<file path="src/hw/rtl/ntc_adc_to_temperature_assert.svh">
// ---------------------------------------------------------------------------
// ntc_adc_to_temperature assertion macros
// ---------------------------------------------------------------------------
`ifndef NTC_ADC_TO_TEMPERATURE_ASSERT_SVH
`define NTC_ADC_TO_TEMPERATURE_ASSERT_SVH

// same-cycle implication, disabled while reset is low
`define NTC_ASSERT_NOW(label, clk, rst_n, ante, cons, msg) \
    label: assert property (@(posedge clk) disable iff (!(rst_n)) (ante) |-> (cons)) \
        else $error(msg);

// next-cycle implication, disabled while reset is low
`define NTC_ASSERT_NEXT(label, clk, rst_n, ante, cons, msg) \
    label: assert property (@(posedge clk) disable iff (!(rst_n)) (ante) |=> (cons)) \
        else $error(msg);

`endif

</file>
<file path="src/hw/rtl/ntc_pkg.sv">
// ---------------------------------------------------------------------------
// ntc_pkg
// Shared constants, thermistor resistance table and sequencer types.
// ---------------------------------------------------------------------------
`default_nettype none

package ntc_pkg;

    localparam int ADC_FULL_SCALE_DFLT = 4096;
    localparam int ADC_CODE_W          = 12;
    localparam int SER_W               = 20;
    localparam int RES_W               = 32;
    localparam int TEMP_W              = 8;
    localparam int CAN_W               = 8;
    localparam int TABLE_ENTRIES       = 126;
    localparam int IDX_W               = $clog2(TABLE_ENTRIES);
    localparam int OHM_W               = 18;
    localparam int TEMP_OFFSET         = 40;
    localparam int SERIES_RESET        = 10000;

    // thermistor resistance, -40 C first, 1 C steps, descending
    localparam logic [OHM_W-1:0] OHM_ROM [TABLE_ENTRIES] = '{
        18'd193278, 18'd183037, 18'd173310, 18'd164116, 18'd155454, 18'd147302,
        18'd139635, 18'd132422, 18'd125631, 18'd119234, 18'd113203, 18'd107511,
        18'd102136, 18'd97058,  18'd92258,  18'd87717,  18'd83422,  18'd79358,
        18'd75511,  18'd71871,  18'd68424,  18'd65161,  18'd62072,  18'd59146,
        18'd56376,  18'd53752,  18'd51267,  18'd48912,  18'd46680,  18'd44564,
        18'd42558,  18'd40655,  18'd38850,  18'd37136,  18'd35509,  18'd33963,
        18'd32495,  18'd31098,  18'd29771,  18'd28508,  18'd27305,  18'd26161,
        18'd25070,  18'd24032,  18'd23041,  18'd22097,  18'd21196,  18'd20337,
        18'd19517,  18'd18733,  18'd17986,  18'd17271,  18'd16588,  18'd15936,
        18'd15312,  18'd14716,  18'd14146,  18'd13600,  18'd13078,  18'd12579,
        18'd12101,  18'd11644,  18'd11206,  18'd10786,  18'd10385,  18'd10000,
        18'd9632,   18'd9278,   18'd8940,   18'd8616,   18'd8305,   18'd8007,
        18'd7721,   18'd7447,   18'd7184,   18'd6932,   18'd6690,   18'd6458,
        18'd6235,   18'd6021,   18'd5815,   18'd5618,   18'd5428,   18'd5246,
        18'd5071,   18'd4902,   18'd4741,   18'd4585,   18'd4435,   18'd4291,
        18'd4152,   18'd4019,   18'd3891,   18'd3767,   18'd3648,   18'd3533,
        18'd3422,   18'd3316,   18'd3213,   18'd3114,   18'd3019,   18'd2926,
        18'd2838,   18'd2752,   18'd2669,   18'd2589,   18'd2512,   18'd2438,
        18'd2366,   18'd2296,   18'd2229,   18'd2164,   18'd2101,   18'd2041,
        18'd1982,   18'd1926,   18'd1871,   18'd1818,   18'd1767,   18'd1717,
        18'd1669,   18'd1623,   18'd1578,   18'd1534,   18'd1492,   18'd1451
    };

    // table read, zero past the last entry
    function automatic logic [OHM_W-1:0] ohm_at(input logic [IDX_W-1:0] idx);
        logic [OHM_W-1:0] v;
        v = '0;
        if (idx < IDX_W'(TABLE_ENTRIES)) begin
            v = OHM_ROM[idx];
        end
        return v;
    endfunction

    typedef enum logic [2:0] {
        S_IDLE,
        S_MUL,
        S_DIV,
        S_SRCH,
        S_OUT
    } t_state;

    typedef struct packed {
        logic mul_start;
        logic div_start;
        logic srch_start;
        logic out_load;
    } t_ctl;

endpackage

`default_nettype wire

</file>
<file path="src/hw/rtl/ntc_adc_to_temperature.sv">
// ---------------------------------------------------------------------------
// ntc_adc_to_temperature
// Thermistor divider ADC code to resistance and nearest table temperature.
// ---------------------------------------------------------------------------
// Input channel: i_in_valid / o_in_stall with i_adc_code; a word is taken
// when valid is high and stall is low. Output channel: o_out_valid /
// i_out_stall with o_resistance_ohms, o_temperature_c and o_can_code.
// Config channel: i_cfg_valid / o_cfg_ready with i_series_resistor_ohms;
// ready is always high, write only while no word is in flight.
// One word is worked on at a time: the bit-serial multiplier works through
// the 12 code bits, the divider through the 32 quotient bits and the table
// search through the 7 index bits plus the neighbor pick, each with a
// handoff to the next step, and then the output register is loaded.
// A new word is taken only once the sequencer is back in idle.
// The output register holds the result while the receiver stalls, and the
// next word is still taken; a finished result waits inside until the
// output register frees up, and no new word is taken meanwhile.
// Reset (synchronous, active low) returns to idle, drops o_out_valid and
// sets the series resistor to 10000 ohms.
// ---------------------------------------------------------------------------
`default_nettype none

module ntc_adc_to_temperature #(
    parameter int ADC_FULL_SCALE = ntc_pkg::ADC_FULL_SCALE_DFLT
) (
    input  logic                              i_clk,
    input  logic                              i_rst_n,
    input  logic                              i_in_valid,
    output logic                              o_in_stall,
    input  logic [ntc_pkg::ADC_CODE_W-1:0]    i_adc_code,
    output logic                              o_out_valid,
    input  logic                              i_out_stall,
    output logic [ntc_pkg::RES_W-1:0]         o_resistance_ohms,
    output logic signed [ntc_pkg::TEMP_W-1:0] o_temperature_c,
    output logic [ntc_pkg::CAN_W-1:0]         o_can_code,
    input  logic                              i_cfg_valid,
    output logic                              o_cfg_ready,
    input  logic [ntc_pkg::SER_W-1:0]         i_series_resistor_ohms
);
    import ntc_pkg::*;

    localparam int DEN_W = $clog2(ADC_FULL_SCALE);
    localparam int FS_W  = $clog2(ADC_FULL_SCALE + 1);
    localparam int CMP_W = (FS_W > ADC_CODE_W) ? FS_W : ADC_CODE_W;

    t_state r_state;
    t_state n_state;
    t_ctl   w_ctl;

    logic [SER_W-1:0]         r_divider_ohms;
    logic [DEN_W-1:0]         r_den;
    logic                     r_out_valid;
    logic [RES_W-1:0]         r_res;
    logic signed [TEMP_W-1:0] r_temp;
    logic [CAN_W-1:0]         r_can;

    logic [CMP_W-1:0]      w_code_ext;
    logic [CMP_W-1:0]      w_code_clamp;
    logic [ADC_CODE_W-1:0] w_code;
    logic [DEN_W-1:0]      n_den;
    logic                  w_out_free;
    logic                  n_out_valid;

    logic [RES_W-1:0] w_prod;
    logic             w_mul_done;
    logic [RES_W-1:0] w_quot;
    logic             w_div_done;
    logic [IDX_W-1:0] w_idx;
    logic             w_srch_done;

    // clamp code into 1 .. full scale - 1
    always_comb begin
        w_code_ext = CMP_W'(i_adc_code);
        if (w_code_ext >= CMP_W'(ADC_FULL_SCALE - 1)) begin
            w_code_clamp = CMP_W'(ADC_FULL_SCALE - 1);
        end else if (w_code_ext == '0) begin
            w_code_clamp = CMP_W'(1);
        end else begin
            w_code_clamp = w_code_ext;
        end
        w_code = ADC_CODE_W'(w_code_clamp);
        n_den  = DEN_W'(CMP_W'(ADC_FULL_SCALE) - w_code_clamp);
    end

    assign w_out_free = !r_out_valid || !i_out_stall;

    always_comb begin
        n_state = r_state;
        case (r_state)
            S_IDLE: begin
                if (i_in_valid) begin
                    n_state = S_MUL;
                end
            end
            S_MUL: begin
                if (w_mul_done) begin
                    n_state = S_DIV;
                end
            end
            S_DIV: begin
                if (w_div_done) begin
                    n_state = S_SRCH;
                end
            end
            S_SRCH: begin
                if (w_srch_done) begin
                    n_state = w_out_free ? S_IDLE : S_OUT;
                end
            end
            S_OUT: begin
                if (w_out_free) begin
                    n_state = S_IDLE;
                end
            end
            default: begin
                n_state = S_IDLE;
            end
        endcase
    end

    always_comb begin
        w_ctl      = '0;
        o_in_stall = 1'b1;
        case (r_state)
            S_IDLE: begin
                o_in_stall        = 1'b0;
                w_ctl.mul_start   = i_in_valid;
            end
            S_MUL: begin
                w_ctl.div_start   = w_mul_done;
            end
            S_DIV: begin
                w_ctl.srch_start  = w_div_done;
            end
            S_SRCH: begin
                w_ctl.out_load    = w_srch_done && w_out_free;
            end
            S_OUT: begin
                w_ctl.out_load    = w_out_free;
            end
            default: begin
                o_in_stall        = 1'b1;
            end
        endcase
    end

    assign n_out_valid = w_ctl.out_load || (r_out_valid && i_out_stall);

    ntc_mul u_mul (
        .i_clk    (i_clk),
        .i_rst_n  (i_rst_n),
        .i_start  (w_ctl.mul_start),
        .i_series (r_divider_ohms),
        .i_code   (w_code),
        .o_prod   (w_prod),
        .o_done   (w_mul_done)
    );

    ntc_div #(
        .DEN_W (DEN_W)
    ) u_div (
        .i_clk   (i_clk),
        .i_rst_n (i_rst_n),
        .i_start (w_ctl.div_start),
        .i_num   (w_prod),
        .i_den   (r_den),
        .o_quot  (w_quot),
        .o_done  (w_div_done)
    );

    ntc_srch u_srch (
        .i_clk   (i_clk),
        .i_rst_n (i_rst_n),
        .i_start (w_ctl.srch_start),
        .i_ohms  (w_quot),
        .o_idx   (w_idx),
        .o_done  (w_srch_done)
    );

    always_ff @(posedge i_clk) begin
        if (w_ctl.mul_start) begin
            r_den <= n_den;
        end
        if (w_ctl.out_load) begin
            r_res  <= w_quot;
            r_temp <= TEMP_W'({1'b0, w_idx}) - TEMP_W'(TEMP_OFFSET);
            r_can  <= CAN_W'({w_idx, 1'b0});
        end
    end

    always_ff @(posedge i_clk) begin
        if (!i_rst_n) begin
            r_state        <= S_IDLE;
            r_out_valid    <= 1'b0;
            r_divider_ohms <= SER_W'(SERIES_RESET);
        end else begin
            r_state     <= n_state;
            r_out_valid <= n_out_valid;
            if (i_cfg_valid) begin
                r_divider_ohms <= i_series_resistor_ohms;
            end
        end
    end

    assign o_cfg_ready       = 1'b1;
    assign o_out_valid       = r_out_valid;
    assign o_resistance_ohms = r_res;
    assign o_temperature_c   = r_temp;
    assign o_can_code        = r_can;

`include "ntc_adc_to_temperature_assert.svh"

    `NTC_ASSERT_NEXT(a_accept_starts_mul, i_clk, i_rst_n, i_in_valid && !o_in_stall, r_state == S_MUL, "accepted word did not start the multiplier")
    `NTC_ASSERT_NEXT(a_search_gives_result, i_clk, i_rst_n, r_state == S_SRCH && w_srch_done, o_out_valid, "finished search left no valid result")
    `NTC_ASSERT_NOW(a_can_matches_temp, i_clk, i_rst_n, o_out_valid, o_can_code == CAN_W'((o_temperature_c + 8'sd40) << 1), "can code does not match temperature")

endmodule

`default_nettype wire

</file>
<file path="src/hw/rtl/ntc_mul.sv">
// ---------------------------------------------------------------------------
// ntc_mul
// Bit-serial shift-add multiplier: series resistor times clamped code,
// one code bit per cycle, msb first.
// ---------------------------------------------------------------------------
`default_nettype none

module ntc_mul (
    input  logic                       i_clk,
    input  logic                       i_rst_n,
    input  logic                       i_start,
    input  logic [ntc_pkg::SER_W-1:0]  i_series,
    input  logic [ntc_pkg::ADC_CODE_W-1:0] i_code,
    output logic [ntc_pkg::RES_W-1:0]  o_prod,
    output logic                       o_done
);
    import ntc_pkg::*;

    localparam int CNT_W = $clog2(ADC_CODE_W);

    logic [SER_W-1:0]      r_a;
    logic [ADC_CODE_W-1:0] r_b;
    logic [RES_W-1:0]      r_acc;
    logic [CNT_W-1:0]      r_cnt;
    logic                  r_busy;
    logic                  r_done;

    logic [RES_W-1:0]      n_acc;
    logic [CNT_W-1:0]      n_cnt;
    logic                  n_busy;
    logic                  n_done;

    always_comb begin
        n_acc = {r_acc[RES_W-2:0], 1'b0} + (r_b[ADC_CODE_W-1] ? RES_W'(r_a) : '0);
    end

    always_comb begin
        n_cnt  = r_cnt;
        n_busy = r_busy;
        n_done = 1'b0;
        if (i_start) begin
            n_cnt  = CNT_W'(ADC_CODE_W - 1);
            n_busy = 1'b1;
        end else if (r_busy) begin
            if (r_cnt == '0) begin
                n_busy = 1'b0;
                n_done = 1'b1;
            end else begin
                n_cnt = r_cnt - 1'b1;
            end
        end
    end

    always_ff @(posedge i_clk) begin
        if (i_start) begin
            r_a   <= i_series;
            r_b   <= i_code;
            r_acc <= '0;
        end else if (r_busy) begin
            r_b   <= {r_b[ADC_CODE_W-2:0], 1'b0};
            r_acc <= n_acc;
        end
    end

    always_ff @(posedge i_clk) begin
        if (!i_rst_n) begin
            r_cnt  <= '0;
            r_busy <= 1'b0;
            r_done <= 1'b0;
        end else begin
            r_cnt  <= n_cnt;
            r_busy <= n_busy;
            r_done <= n_done;
        end
    end

    assign o_prod = r_acc;
    assign o_done = r_done;

endmodule

`default_nettype wire

</file>
<file path="src/hw/rtl/ntc_div.sv">
// ---------------------------------------------------------------------------
// ntc_div
// Restoring radix-2 divider: one quotient bit per cycle, the quotient
// shifts into the numerator register.
// ---------------------------------------------------------------------------
`default_nettype none

module ntc_div #(
    parameter int DEN_W = 12
) (
    input  logic                      i_clk,
    input  logic                      i_rst_n,
    input  logic                      i_start,
    input  logic [ntc_pkg::RES_W-1:0] i_num,
    input  logic [DEN_W-1:0]          i_den,
    output logic [ntc_pkg::RES_W-1:0] o_quot,
    output logic                      o_done
);
    import ntc_pkg::*;

    localparam int CNT_W = $clog2(RES_W);

    logic [RES_W-1:0] r_num;
    logic [DEN_W-1:0] r_den;
    logic [DEN_W-1:0] r_rem;
    logic [CNT_W-1:0] r_cnt;
    logic             r_busy;
    logic             r_done;

    logic [DEN_W:0]   w_rem_sh;
    logic             w_ge;
    logic [DEN_W-1:0] n_rem;
    logic [CNT_W-1:0] n_cnt;
    logic             n_busy;
    logic             n_done;

    // partial remainder stays below the divisor, so DEN_W bits hold it
    always_comb begin
        w_rem_sh = {r_rem, r_num[RES_W-1]};
        w_ge     = (w_rem_sh >= {1'b0, r_den});
        n_rem    = w_ge ? DEN_W'(w_rem_sh - {1'b0, r_den}) : w_rem_sh[DEN_W-1:0];
    end

    always_comb begin
        n_cnt  = r_cnt;
        n_busy = r_busy;
        n_done = 1'b0;
        if (i_start) begin
            n_cnt  = CNT_W'(RES_W - 1);
            n_busy = 1'b1;
        end else if (r_busy) begin
            if (r_cnt == '0) begin
                n_busy = 1'b0;
                n_done = 1'b1;
            end else begin
                n_cnt = r_cnt - 1'b1;
            end
        end
    end

    always_ff @(posedge i_clk) begin
        if (i_start) begin
            r_num <= i_num;
            r_den <= i_den;
            r_rem <= '0;
        end else if (r_busy) begin
            r_num <= {r_num[RES_W-2:0], w_ge};
            r_rem <= n_rem;
        end
    end

    always_ff @(posedge i_clk) begin
        if (!i_rst_n) begin
            r_cnt  <= '0;
            r_busy <= 1'b0;
            r_done <= 1'b0;
        end else begin
            r_cnt  <= n_cnt;
            r_busy <= n_busy;
            r_done <= n_done;
        end
    end

    assign o_quot = r_num;
    assign o_done = r_done;

endmodule

`default_nettype wire

</file>
<file path="src/hw/rtl/ntc_srch.sv">
// ---------------------------------------------------------------------------
// ntc_srch
// Nearest-entry search of the resistance table: one index bit per cycle,
// then a final step that picks between the bracketing neighbors.
// ---------------------------------------------------------------------------
`default_nettype none

module ntc_srch (
    input  logic                      i_clk,
    input  logic                      i_rst_n,
    input  logic                      i_start,
    input  logic [ntc_pkg::RES_W-1:0] i_ohms,
    output logic [ntc_pkg::IDX_W-1:0] o_idx,
    output logic                      o_done
);
    import ntc_pkg::*;

    localparam int BIT_W = $clog2(IDX_W);

    logic [RES_W-1:0] r_ohms;
    logic [IDX_W-1:0] r_idx;
    logic [BIT_W-1:0] r_bit;
    logic             r_busy;
    logic             r_last;
    logic             r_done;

    logic [IDX_W-1:0] w_try;
    logic             w_take;
    logic [OHM_W-1:0] w_hi;
    logic [OHM_W-1:0] w_lo;
    logic [OHM_W-1:0] w_d_hi;
    logic [OHM_W-1:0] w_d_lo;
    logic [IDX_W-1:0] w_pick;
    logic [IDX_W-1:0] n_idx;
    logic [BIT_W-1:0] n_bit;
    logic             n_busy;
    logic             n_last;
    logic             n_done;

    // largest index whose entry is still at or above the resistance
    always_comb begin
        w_try  = r_idx | (IDX_W'(1) << r_bit);
        w_take = (w_try < IDX_W'(TABLE_ENTRIES))
                 && (RES_W'(ohm_at(w_try)) >= r_ohms);
    end

    // bracket case: entry idx >= ohms > entry idx+1, both below 2^OHM_W
    always_comb begin
        w_hi   = ohm_at(r_idx);
        w_lo   = ohm_at(r_idx + 1'b1);
        w_d_hi = w_hi - r_ohms[OHM_W-1:0];
        w_d_lo = r_ohms[OHM_W-1:0] - w_lo;
        if (r_ohms >= RES_W'(OHM_ROM[0])) begin
            w_pick = '0;
        end else if (r_ohms <= RES_W'(OHM_ROM[TABLE_ENTRIES-1])) begin
            w_pick = IDX_W'(TABLE_ENTRIES - 1);
        end else if (w_d_hi < w_d_lo) begin
            w_pick = r_idx;
        end else begin
            // tie goes to the hotter entry
            w_pick = r_idx + 1'b1;
        end
    end

    always_comb begin
        n_idx  = r_idx;
        n_bit  = r_bit;
        n_busy = r_busy;
        n_last = r_last;
        n_done = 1'b0;
        if (i_start) begin
            n_idx  = '0;
            n_bit  = BIT_W'(IDX_W - 1);
            n_busy = 1'b1;
            n_last = 1'b0;
        end else if (r_busy && r_last) begin
            n_idx  = w_pick;
            n_busy = 1'b0;
            n_last = 1'b0;
            n_done = 1'b1;
        end else if (r_busy) begin
            if (w_take) begin
                n_idx = w_try;
            end
            if (r_bit == '0) begin
                n_last = 1'b1;
            end else begin
                n_bit = r_bit - 1'b1;
            end
        end
    end

    always_ff @(posedge i_clk) begin
        if (i_start) begin
            r_ohms <= i_ohms;
        end
        r_idx <= n_idx;
        r_bit <= n_bit;
    end

    always_ff @(posedge i_clk) begin
        if (!i_rst_n) begin
            r_busy <= 1'b0;
            r_last <= 1'b0;
            r_done <= 1'b0;
        end else begin
            r_busy <= n_busy;
            r_last <= n_last;
            r_done <= n_done;
        end
    end

    assign o_idx  = r_idx;
    assign o_done = r_done;

endmodule

`default_nettype wire

</file>
<file path="config.mk">
export PLATFORM = sky130hd
export DESIGN_NAME = ntc_adc_to_temperature
export DESIGN_NICKNAME = d
export VERILOG_FILES = /design/src/hw/rtl/ntc_pkg.sv /design/src/hw/rtl/ntc_adc_to_temperature.sv /design/src/hw/rtl/ntc_mul.sv /design/src/hw/rtl/ntc_div.sv /design/src/hw/rtl/ntc_srch.sv
export VERILOG_INCLUDE_DIRS = /design/src /design/src/hw/rtl
export SDC_FILE = /design/constraint.sdc
export NUM_CORES = 1
export LEC_CHECK = 0
export CAP_MARGIN = 20
export CORE_ASPECT_RATIO = 1.25
export CORE_MARGIN = 2
export CORE_UTILIZATION = 35
export CTS_CLUSTER_DIAMETER = 150
export CTS_CLUSTER_SIZE = 16
export DETAILED_ROUTE_END_ITERATION = 8
export DONT_BUFFER_PORTS = 1
export PLACE_DENSITY_LB_ADDON = 0.05
export SLEW_MARGIN = 30
export SYNTH_ARGS = -nofsm -noshare
export SYNTH_HDL_FRONTEND = slang
export SYNTH_SLANG_ARGS = --single-unit
</file>
<file path="constraint.sdc">
create_clock -name i_clk -period 18.08 [get_ports i_clk]
set_input_delay 0 -clock i_clk [delete_from_list [all_inputs] [get_ports i_clk]]
set_output_delay 0 -clock i_clk [all_outputs]
set_load 0.02 [all_outputs]
</file>
Word level (Yosys, flattened, before mapping) --
Memories as Yosys holds them, arrays and structs flattened. Index checks and enable logic that the tools add are counted.
Storage, ports and cells: flip-flop bits (word level) 261, bits in read-only memories 6912, bits of input ports 37, output and inout bits 51, logic and storage cells 156, memories 3
Memories:
- (no name shown) | words 128, bits a word 18, rd ports 1, clocked after Yosys merged registers in 0, write ports 0, line ntc_pkg.sv:51 | v = OHM_ROM[idx];
- (no name shown) | words 128, bits a word 18, rd ports 1, clocked after Yosys merged registers in 0, write ports 0, line ntc_pkg.sv:51
- (no name shown) | words 128, bits a word 18, rd ports 1, clocked after Yosys merged registers in 0, write ports 0, line ntc_pkg.sv:51
Cells by class: add/subtract/negate cells 10, order comparisons 12, equality and inequality tests 12, shifts and indexed selects 1, mux-type cells 52, bitwise operators 10, reduce and logical (&&, ||, !) cells 30
Operators by type and width (number):
- $mux 18 | 9
- $mux 32 | 2
- $mux 12 | 5
- $mux 7 | 6
- $sub 18x18->18 | 2
- $add 32x32->32 | 1
- $ge 18x32->1 | 1
- $ge 32x18->1 const B | 1
- $le 32x11->1 const B | 1
- $ge 8x8->1 const B | 3
- $not 7->8 | 3
- $lt 7x7->1 const B | 3
- $mux 20 | 1
- $lt 18x18->1 | 1
- $mux 3 | 6
- $mux 1 | 15
- $mux 5 | 3
- $pmux 3 s5 | 1
- $ge 13x12->1 | 1
- $ge 12x12->1 const B | 1
- $logic_not 12->1 | 1
- $mux 4 | 3
- $sub 1x12->12 const A | 1
- $sub 12x12->12 | 1
- 27 further kinds | 55

Logic depth before layout (Yosys ltp) --
depth after elaboration 12, mapped depth 34, depth with buffers taken out 29

Cells and area by module --
From an unflattened synthesis, not the netlist that was laid out.
Second synthesis, totals: cell total of the unflattened synthesis 2702, area, all modules 22389.0 um2
By module, submodules not included:
- ntc_srch | times used 1, cells an instance 1852, area an instance 12363.1 um2, seq. area each 1221.2 um2
- ntc_mul | times used 1, cells an instance 378, area an instance 3812.4 um2, seq. area each 1721.7 um2
- ntc_div | times used 1, cells an instance 262, area an instance 3214.3 um2, seq. area each 1701.6 um2
- ntc_adc_to_temperature | times used 1, cells an instance 210, area an instance 2999.1 um2, seq. area each 2162.1 um2

Worst setup path before layout --
OpenSTA, ideal clock, no wires.
path kind reg-to-reg, start register u_srch.r_idx[2] (netlist: u_srch.o_idx[2]), end register u_srch.r_idx[0] (netlist: u_srch.o_idx[0]), library setup time 83 ps, data arrival time 6874 ps, data required time 17997 ps, setup slack 11124 ps, stages on the path, launching flop included 34, buffers on the path 6, period minus slack after synthesis 6956 ps, cell sequence dfxtp_1 buf_2 inv_1 clkbuf_1 clkbuf_1 clkbuf_1 ha_1 inv_1 clkbuf_1 ha_1 nand2_1 a311o_1 o21ai_0 o22ai_1 ha_1 inv_1 fa_1 a21o_1 a211oi_1 o21ai_0 a31oi_1 nand3_1 a31o_2 a21oi_1 xor2_1 ha_1 a21o_1 a21oi_1 nand3_4 nor3_4 a311oi_4 and2_1 buf_6 a211oi_2
Between the ends: longest elaborated chain between the ends 10, elaborated cells between the ends (all ways) 28, classes of those cells add/sub: 3; order compare: 5; eq/ne: 1; mux: 9; bitwise: 4; reduce/logical: 3; memory: 3
Ends and longest elaborated chain:
- from (decl) | line ntc_srch.sv:21 | logic [IDX_W-1:0] r_idx;
- from (signal assigned) | line ntc_srch.sv:97 | r_idx <= n_idx;
- $add 7x1->7 or $or 7x7->7 (tied branches) | line ntc_srch.sv:50, ntc_srch.sv:42
- $not 7->8 (implied by the code) | line ntc_pkg.sv:51
- $mem_v2 128x18
- $mux 18 (implied by the code) (2 in a row) | line ntc_pkg.sv:51
- $mux 18 | line ntc_pkg.sv:50 | if (idx < IDX_W'(TABLE_ENTRIES)) begin
- $sub 18x18->18 or $ge 18x32->1 (tied branches) | line ntc_srch.sv:52, ntc_srch.sv:44
- $lt 18x18->1 or $logic_and 1x1->1 (tied branches) | line ntc_srch.sv:57, ntc_srch.sv:44
- $ne 4x2->1 (no line) or $reduce_bool 2->1 (tied branches)
- $reduce_and 3->1 (no line) *
Every way passes the cells marked *; elsewhere a longest branch is shown, timed or not. The select of a mux whose other input is x is not followed. A chain may end at the register's enable or synchronous reset.

Worst setup path in the final report --
start register u_srch.r_idx[0] (netlist: u_srch.o_idx[0]), end register u_srch.r_idx[5] (netlist: u_srch.o_idx[5])
Between the ends: longest elaborated chain between the ends 10, elaborated cells between the ends (all ways) 32, classes of those cells add/sub: 3; order compare: 5; eq/ne: 1; mux: 13; bitwise: 4; reduce/logical: 3; memory: 3
Ends and longest elaborated chain (line):
- $add 7x1->7 or $or 7x7->7 (tied branches) | ntc_srch.sv:50, ntc_srch.sv:61, ntc_srch.sv:42
- $not 7->8 (implied by the code) | ntc_pkg.sv:51
- $mem_v2 128x18
- $mux 18 (implied by the code) (2 in a row) | ntc_pkg.sv:51
- $mux 18 | ntc_pkg.sv:50
- $sub 18x18->18 or $ge 18x32->1 (tied branches) | ntc_srch.sv:52, ntc_srch.sv:44
- $lt 18x18->1 or $logic_and 1x1->1 (tied branches) | ntc_srch.sv:57, ntc_srch.sv:44
- $ne 4x2->1 (no line) or $reduce_bool 2->1 (tied branches)
- $reduce_and 3->1 (no line)
Several ways; a longest one is shown, not always the timed one. The select of a mux whose other input is x is not followed.

==> reports/qor.csv <==
stage,metric,value,unit
min_path,Min-Delay Path Class,in -> reg,
clock_network,clk buf depth,3,
clock_network,Worst-Skew Late Latency,0.54,ns
routing,WL/cell,23.7,microns
routing,Starting DRT DRC Count,2460,
worst_setup_path,Top Family by Delay on Critical Path,compound AO/OA/AOI/OAI gates,
yosys,Post-synth EDFFs,164,
floorplanning,core area,62800,sq um
worst_setup_path,required time of the critical path,18.53,ns
final_layout,design area,23900,sq um
timing,relative slew slack,28.9,%
routing,Routed WL,83900,microns
flow_run,Max-Cap Viols,0,
timing,final hold vios,0,
worst_setup_path,CP dominant cell by count,ha_1,
power_and_ir_drop,Pleak,8.93,nW
worst_setup_path,Crit Path Class,reg -> reg,
final_layout,Layout Area Growth over Synthesis,8.10,%
yosys,Synth cell types,88,
grt,Overall Global Routing Usage,24.8,%
routing,Avg Vias per Cell,6.05,
grt,largest net degree at the start of global routing,87,
worst_setup_path,Worst setup EP type,flip-flop,
timing,setup TNS,0,ns
clock_network,H-Tree Level Count,1,
yosys,"Cell Area, Synth",22100,sq um
timing,fmax,118,MHz
clock_network,CTS tree,yes,
worst_setup_path,reg2reg start,u_srch.o_idx[0],
power_and_ir_drop,power consumption,0.00167,W
yosys,Syn. warnings,0,
timing,clock skew,0.0371,ns
timing,Final Hold Slack,0.177,ns
min_path,worst hold path startpoint,i_series_resistor_ohms[4],
yosys,Yosys reg bits,258,
power_and_ir_drop,Psw,0.000584,W
yosys,Synth Instances,2790,
final_layout,Fill cells,6565,
worst_setup_path,Worst R2R End,u_srch.o_idx[5],
worst_setup_path,CP max stage delay,0.70,ns
floorplanning,Initial Util,35.2,%
power_and_ir_drop,power per cell area,70.1,nW/um^2
yosys,Mapped Avg Cell Area,7.92,sq um
timing,final worst path period share,46.9,%
grt,first-pass GRT wire length,127000,microns
worst_setup_path,reg2reg path depth,28,
yosys,Synth top area share,22.3,%
worst_setup_path,Critical-path top delay cell,ha_1,
timing,final slew viol count,0,
power_and_ir_drop,Sequential Power Share,41.2,%
clock_network,clock buffer count from CTS,20,
timing,Period minus WS final,8.47,ns
final_layout,Layout Nets,2899,
final_layout,layout cells sized above 1,5.13,%
floorplanning,die area,65200,sq um
clock_network,Sink Count,258,
floorplanning,Die Y,285,microns
routing,"antenna viol nets, final",0,
placed_design,detailed placement HPWL,58200,microns
status,status,"finished, final reports clean",
power_and_ir_drop,Logic pwr share,33.1,%
grt,vias in the first global route,20100,
timing,RSZ-0062 raised after global routing,no,
floorplanning,Die W,229,microns
worst_setup_path,CP max FO,81,
yosys,post-synthesis sequential area ratio,30.8,%
floorplanning,Rows,103,
routing,1st-pass router iterations,6,
grt,GRT overflow,0,
power_and_ir_drop,maximum vdd drop,0.0739,mV
worst_setup_path,Levels on crit path,28,
yosys,top area cells in the synthesized netlist,"edfxtp_1 22%, ha_1 9.3%, dfxtp_1 8.5%",
worst_setup_path,Reg2Reg Setup Slack,9.61,ns
placed_design,Placer Congestion,0.950,
routing,drt drc,0,
worst_setup_path,buffer and inverter count on the worst path,4,
clock_network,CTS Root Cell,clkbuf_16,
clock_network,clk slew on worst S/H paths,0.08,ns
power_and_ir_drop,Int Pwr,0.00109,W
yosys,Most used DFF post-synth,edfxtp_1,
min_path,end of the worst hold path,r_divider_ohms[4],
grt,initial antenna violation count,0,
routing,total number of vias,21500,
power_and_ir_drop,Clock power frac,25.7,%
yosys,Post-synth ARST share,0,%
timing,Final setup viols,0,
placed_design,Placed Area,22700,sq um
placed_design,number of buffers added on ports,0,
floorplanning,IO Pins,88,
power_and_ir_drop,Net Sw Frac,34.8,%
min_path,Hold Path Cell Cnt,3,
timing,Worst Max-Slew Pin Slew,1.07,ns
worst_setup_path,arrival time worst endpoint,8.92,ns
yosys,Syn Nets,2996,
worst_setup_path,CP startpoint kind,flip-flop,
yosys,largest area contributor in the netlist,edfxtp_1,
metrics by stage:
stage               std cells  utilization [%]  worst slack [ns]
floorplan                2790                -             11.12
global placement         3455             36.2             10.01
detailed placement       3455             36.2              9.81
CTS                      3546             38.0              9.78
global route             3547             38.1              9.07
finish                   3548             38.1              9.61
how the worst max path moves through the flow:
| stage | startpoint | endpoint |
|---|---|---|
| 2_1_floorplan | u_srch.o_idx[2] | u_srch.o_idx[0] |
| 3_3_place_gp | u_srch.o_idx[0] | u_srch.o_idx[1] |
| 3_5_place_dp | u_srch.o_idx[0] | u_srch.o_idx[5] |
| 4_1_cts | u_srch.o_idx[0] | u_srch.o_idx[5] |
| 5_1_grt | u_srch.o_idx[0] | u_srch.o_idx[5] |
| 6_report | u_srch.o_idx[0] | u_srch.o_idx[5] |
power by group through the flow:
stage	sequential [W]	clock, W	combinational [W]
2_1_floorplan	0.000693	0	0.000404
3_3_place_gp	0.000703	0	0.000532
3_5_place_dp	0.000703	0	0.000534
4_1_cts	0.000690	0.000451	0.000550
5_1_grt	0.000695	0.000470	0.000611
6_report	0.000690	0.000430	0.000554
worst register-to-register path, delay by kind of cell (launching register included):
kind,cells,cell delay (ns)
flip-flops,1,0.38
AND/OR/NAND/NOR,4,0.86
multiplexers,1,0.29
buffers and inverters,4,1.82
adder cells (fa/ha/maj),5,1.88
AO/OA/AOI/OAI,13,2.93
XOR/XNOR,1,0.21
cell type report:
type	instances	area (sq um)	area share [%]
clock buffer	34	574	2.40
sequential	258	6820	28.5
multi-input combinational	2221	14100	59.2
clock inverter	2	21.3	0.0890
timing repair buffer	105	943	3.95
inverter	87	329	1.38
tap	840	1050	4.40
antenna	1	2.50	0.0105
layer usage:
layer | part of all wire [%] | global-route usage (%)
met4 | 4.4 | 10.5
met1 | 41 | 32.5
met3 | 6.5 | 2.49
met5 | 0 | 0
met2 | 48 | 41.7
state kept, by name, indices dropped and copies added (netlist names), 4 cells and up:
name,cells
r_divider_ohms,20
u_srch.r_ohms,32
o_can_code,4
u_srch.o_idx,7
r_den,12
o_temperature_c,8
u_div.r_cnt,5
u_mul.r_cnt,4
o_resistance_ohms,32
u_div.o_quot,32
u_mul.o_prod,32
u_div.r_rem,12
u_mul.r_b,12
u_div.r_den,12
u_mul.r_a,20
cells in the mapped netlist (7+ instances only):
cell	n
o31ai_1	12
nand2b_1	30
o211ai_1	71
inv_1	81
nor4_1	12
edfxtp_1	164
nand3_1	70
a22oi_1	14
o21ai_0	237
a221oi_1	17
nor3_1	67
or3_1	15
mux4_2	8
or2_2	9
a32oi_1	9
o22ai_1	17
clkbuf_1	155
dfxtp_1	94
mux2i_1	45
buf_2	20
nor2_1	260
xor2_1	33
a21boi_0	9
ha_1	165
nand4_1	15
a21o_1	23
nand2_1	369
a211oi_1	76
buf_1	42
a311oi_1	22
o221ai_1	14
nand3b_1	9
o21a_1	11
a2111oi_0	9
and3_1	15
nor3b_1	13
a211oi_2	7
and2_1	29
nor2b_1	24
a21oi_1	262
o311ai_0	18
xnor2_1	58
a211o_1	11
a31oi_1	40
logic make-up (layout without fill, tap and decap cells):
logic type	Yosys count	after routing	share of synthesized area [%]
xor+xnor	92	92	3.68
fa+ha+maj	169	169	9.70
simple gates	959	959	19.8
mux	56	56	3.01
other cells	2	3	0.0340
buf+inv	311	228	5.53
flops	258	258	30.8
compound gates	943	943	27.5
placed cells by master, fill, tap and decap left out, types with 11 or more instances in the layout:
master         instances
xor2_1                32
or3_1                 15
o311ai_0              18
nor2_1               259
a22oi_1               14
inv_1                 79
nand3_1               70
o22ai_1               17
buf_4                 49
clkbuf_16             22
clkbuf_1              13
and3_1                15
nand4_1               15
o31ai_1               12
ha_1                 163
a21o_1                23
xnor2_1               54
o211ai_1              71
o21a_1                11
o221ai_1              14
dlygate4sd3_1         55
a211oi_1              76
a211o_1               11
nand2_1              368
o21ai_0              236
edfxtp_1             164
a31oi_1               40
a311oi_1              22
a21oi_1              260
nor2b_1               24
nand2b_1              30
dfxtp_1               89
mux2i_1               45
nor3b_1               13
nor3_1                67
and2_1                29
a221oi_1              17
nor4_1                12
what timing repair did:
item                                   CTS  global route
setup buffers                            0             0
hold buffers                            55             0
endpoints found under the hold margin   86             0
resized for setup                        0             0
Note: power is estimated with default switching activity, not from simulation.
